## src/assert_macros.svh

```systemverilog
// ----------------------------------------------------------------------------
// assert_macros
// Assertion helpers shared by the RTL.
// ----------------------------------------------------------------------------
`ifndef ASSERT_MACROS_SVH
`define ASSERT_MACROS_SVH

// Property holds at every clock edge outside reset.
`define ASSERT_ALWAYS(lbl, clk, rst_n, prop) \
    lbl: assert property (@(posedge clk) disable iff (!rst_n) (prop)) \
        else $error("assertion failed: always");

// Consequent holds in the same cycle as the antecedent.
`define ASSERT_IMPLIES(lbl, clk, rst_n, ante, cons) \
    lbl: assert property (@(posedge clk) disable iff (!rst_n) (ante) |-> (cons)) \
        else $error("assertion failed: implies");

// Consequent holds in the cycle after the antecedent.
`define ASSERT_NEXT(lbl, clk, rst_n, ante, cons) \
    lbl: assert property (@(posedge clk) disable iff (!rst_n) (ante) |=> (cons)) \
        else $error("assertion failed: next");

`endif

```

## src/bmra_ram.sv

```systemverilog
// ----------------------------------------------------------------------------
// bmra_ram
// Generic simple dual-port RAM, one write and one registered read per cycle.
// ----------------------------------------------------------------------------
`timescale 1ns / 1ps
`default_nettype none

module bmra_ram #(
    parameter int WIDTH = 32,
    parameter int DEPTH = 32
) (
    input  logic                     i_clk,
    input  logic                     i_we,
    input  logic [$clog2(DEPTH)-1:0] i_waddr,
    input  logic [WIDTH-1:0]         i_wdata,
    input  logic [$clog2(DEPTH)-1:0] i_raddr,
    output logic [WIDTH-1:0]         o_rdata
);

    logic [WIDTH-1:0] r_mem [DEPTH];
    logic [WIDTH-1:0] r_rdata;

    always_ff @(posedge i_clk) begin
        if (i_we) begin
            r_mem[i_waddr] <= i_wdata;
        end
        r_rdata <= r_mem[i_raddr];
    end

    assign o_rdata = r_rdata;

endmodule

`default_nettype wire

```

## config.mk

```make
export PLATFORM = sky130hd
export DESIGN_NAME = bmra_ram
export DESIGN_NICKNAME = d
export VERILOG_FILES = /design/src/assert_macros.svh /design/src/bmra_ram.sv
export SDC_FILE = /design/constraint.sdc
export NUM_CORES = 1
export LEC_CHECK = 0
export BUFFER_PORTS_ARGS = -buffer_cell sky130_fd_sc_hd__buf_4
export CORE_AREA = 4 4 282 284
export DETAILED_ROUTE_END_ITERATION = 6
export DIE_AREA = 0 0 286 288
export GPL_TIMING_DRIVEN = 0
export PLACE_DENSITY = 0.74
export SLEW_MARGIN = 20
export SYNTH_ARGS = -nofsm -noshare
export SYNTH_HDL_FRONTEND = slang
export SYNTH_SLANG_ARGS = --single-unit
```

## constraint.sdc

```tcl
create_clock -name i_clk -period 3.25 [get_ports i_clk]
set_input_delay 0.325 -clock i_clk [delete_from_list [all_inputs] [get_ports i_clk]]
set_output_delay 0.325 -clock i_clk [all_outputs]
set_load 0.01 [all_outputs]
```

==> results.py <==
metrics = {
    "yosys": {
        "synth_fa_ha_area_frac": 0,
        "yosys_warnings": 0,
        "synth_top_area_frac": 0.760,
        "synthTopCellsByCount": "edfxtp_1, mux2i_1, nand2_1, nand3_1",
        "syn_area_mm2": 0.0405,
        "synthesis.nets": 2304,
        "synth_top_family_by_area": "multiplexers",
        "synthTopCellsByArea": "edfxtp_1, mux2i_1, a22oi_1",
        "syn_avg_cell_area_um2": 17.9,
        "synth_edf_count": 1024,
        "post_synth_xor_area_fraction": 0,
        "post-synth-top-count-cell": "edfxtp_1",
        "synthSimpleGateAreaFrac": 0.0310,
        "synthFlopType": "edfxtp_1",
        "yosysUniqueCellTypes": 25,
        "synth_top_area_cell": "edfxtp_1",
        "ys_seq_elements": 1056,
        "ys_async_sr_fraction": 0,
        "yosys-mux-area-fraction": 0.127,
        "synth-compound-area-share": 0.0485,
        "seq_area_frac_synth": 0.775,
        "synthCells": 2260,
    },
    "drt": {
        "drt-total-wl_um": 97100,
        "viasPerCell": 6.06,
        "ant_nets": 0,
        "vias": 21789,
        "first_iter_violations": 2352,
        "drc": 0,
        "wl_per_cell_um": 27.0,
        "dr.pass1.iters": 5,
    },
    "sta": {
        "period_share": 0.648,
        "worst_pin_slew_ns": 1.15,
        "layout_min_cycle_time_ns": 2.11,
        "finalHoldViolCount": 0,
        "drv_slew": 0,
        "rsz0062_at_grt": "no",
        "skew_ns": 0.0179,
        "relSlewSlack": 0.234,
        "holdWs_ns": 0.0965,
        "final-setup-viol-count": 0,
        "fmax_mhz": 475,
    },
    "finish": {
        "drive_above_1_share": 0.145,
        "antenna_cells": 0,
        "final_nets": 2515,
        "final_area_mm2": 0.0466,
        "utilization": 0.605,
        "area_growth_pct": 15.2,
    },
    "floorplanning": {
        "rows": 102,
        "ios": 76,
        "dieArea_mm2": 0.0824,
        "die_w_um": 286,
        "die_h_um": 288,
        "core-area_mm2": 0.0771,
        "start_util": 0.525,
    },
    "place": {
        "io_buffers": 74,
        "gp_congestion": 0.851,
        "dpl.hpwl_um": 62200,
        "placed_area_mm2": 0.0434,
    },
    "run_status": {
        "status": "completed",
    },
    "power": {
        "vdd_ir_drop_max_v": 0.000457,
        "power_density_mw_per_mm2": 604,
        "power_leakage_uw": 0.0163,
    },
    "clock_tree": {
        "clockBufferDepth": 3,
        "cts_tree": "built",
        "post_cts_buffers": 0,
        "postCtsResizedCells": 0,
        "clk_pin_slew_ns": 0.06,
        "cts_made_buffers": 99,
        "clk_latency_ns": 0.66,
        "cts_sinks": 1056,
        "cts_root_buf": "clkbuf_16",
        "hold_buffers": 0,
        "htreeDepth": 3,
    },
    "setup_path": {
        "critPathCaptureType": "flop",
        "cp_data_arrival_time_ns": 2.55,
        "worstPathRequired_ns": 3.69,
        "crit_type": "in -> reg",
        "crit_fanout": 10,
        "start_kind": "input pin",
    },
    "worst_hold_path": {
        "hold_class": "in -> reg",
    },
    "grt": {
        "grt_pass1_wl_um": 141000,
        "track_usage": 0.232,
        "grt_pass1_vias": 22004,
        "grt_max_degree": 33,
        "antenna_found_initial": 3,
        "grt-ovfl-total": 0,
    },
    "flow_run": {
        "max-cap-violations": 0,
    },
}
kinds of logic after synthesis:
kind of cell,Yosys count
AND/OR/NAND/NOR,277
multiplexers,512
flip-flops,1056
AO/OA/AOI/OAI,288
buffers and inverters,127
layout by cell type, fill, tap and decap left out, types with 6 or more instances in the layout:
master / Yosys / final
buf_2: 26 / 26
a22oi_1: 96 / 96
mux2i_1: 512 / 512
nand3_1: 98 / 98
buf_12: 0 / 15
clkbuf_1: 46 / 72
edfxtp_1: 1024 / 1024
nor3_1: 32 / 32
clkinv_1: 0 / 12
buf_16: 0 / 17
nor2_4: 0 / 32
buf_6: 15 / 15
buf_4: 33 / 107
clkbuf_8: 0 / 6
clkbuf_16: 0 / 104
a31oi_1: 32 / 32
a21oi_1: 96 / 96
nand2_1: 98 / 98
dfxtp_1: 32 / 32
clkinv_2: 0 / 20
a22o_1: 64 / 64
bufinv_16: 0 / 6
critical path: stages:
cell and delay, ns:
buf_4 0.12, and2b_1 0.20, buf_4 0.23, clkbuf_1 0.60, a22oi_1 0.23, a31oi_1 0.54, nand3_1 0.30
metrics by stage:
stage          std cells  total power [uW]  worst slack, ns  setup TNS (ns)
4_1_cts             3596             28300             1.22               0
5_1_grt             3596             28900             1.02               0
2_1_floorplan       2260             16300            0.491               0
3_3_place_gp        3374             17000            -1.01         -762.97
3_5_place_dp        3410             17100            0.534               0
6_report            3596             28200             1.14               0
cell type report:
cell class,count,area (um^2)
buffer,127,753
clock buffer,136,2780
clock inverter,50,437
fill,5404,30500
multi-input combinational,1077,8580
sequential,1056,31400
tap,1040,1300
timing repair buffer,110,1380
worst paths after layout:
path | startpoint | to | slack (ns) | cells past startpoint
setup reg to reg | r_mem[7][12] | o_rdata[12] | 1.46 | 5
hold / removal | i_wdata[0] | r_mem[15][0] | 0.1 | 1
setup / recovery | i_raddr[2] | o_rdata[14] | 1.14 | 7
hold reg to reg | r_mem[10][27] | o_rdata[27] | 0.62 | 4
metal layers:
layer	track usage	routed length, um	vias up
li1	-	-	9400
met4	0.0643	2390	6
met5	0	47	-
met3	0.0451	8650	176
met2	0.404	49100	1043
met1	0.300	36800	11164
where the power goes:
group | internal (uW) | leakage (uW) | switching (uW) | total, uW
Clock | 6490 | 0.00157 | 4910 | 11400
Combinational | 534 | 0.00521 | 1060 | 1590
Sequential | 15100 | 0.00949 | 52.5 | 15200
Total | 22200 | 0.0163 | 6020 | 28200
state kept, by name, summed over array words and instances (netlist names):
name     count
r_mem     1024
o_rdata     32
No activity file was read; power rests on OpenSTA's default activity.
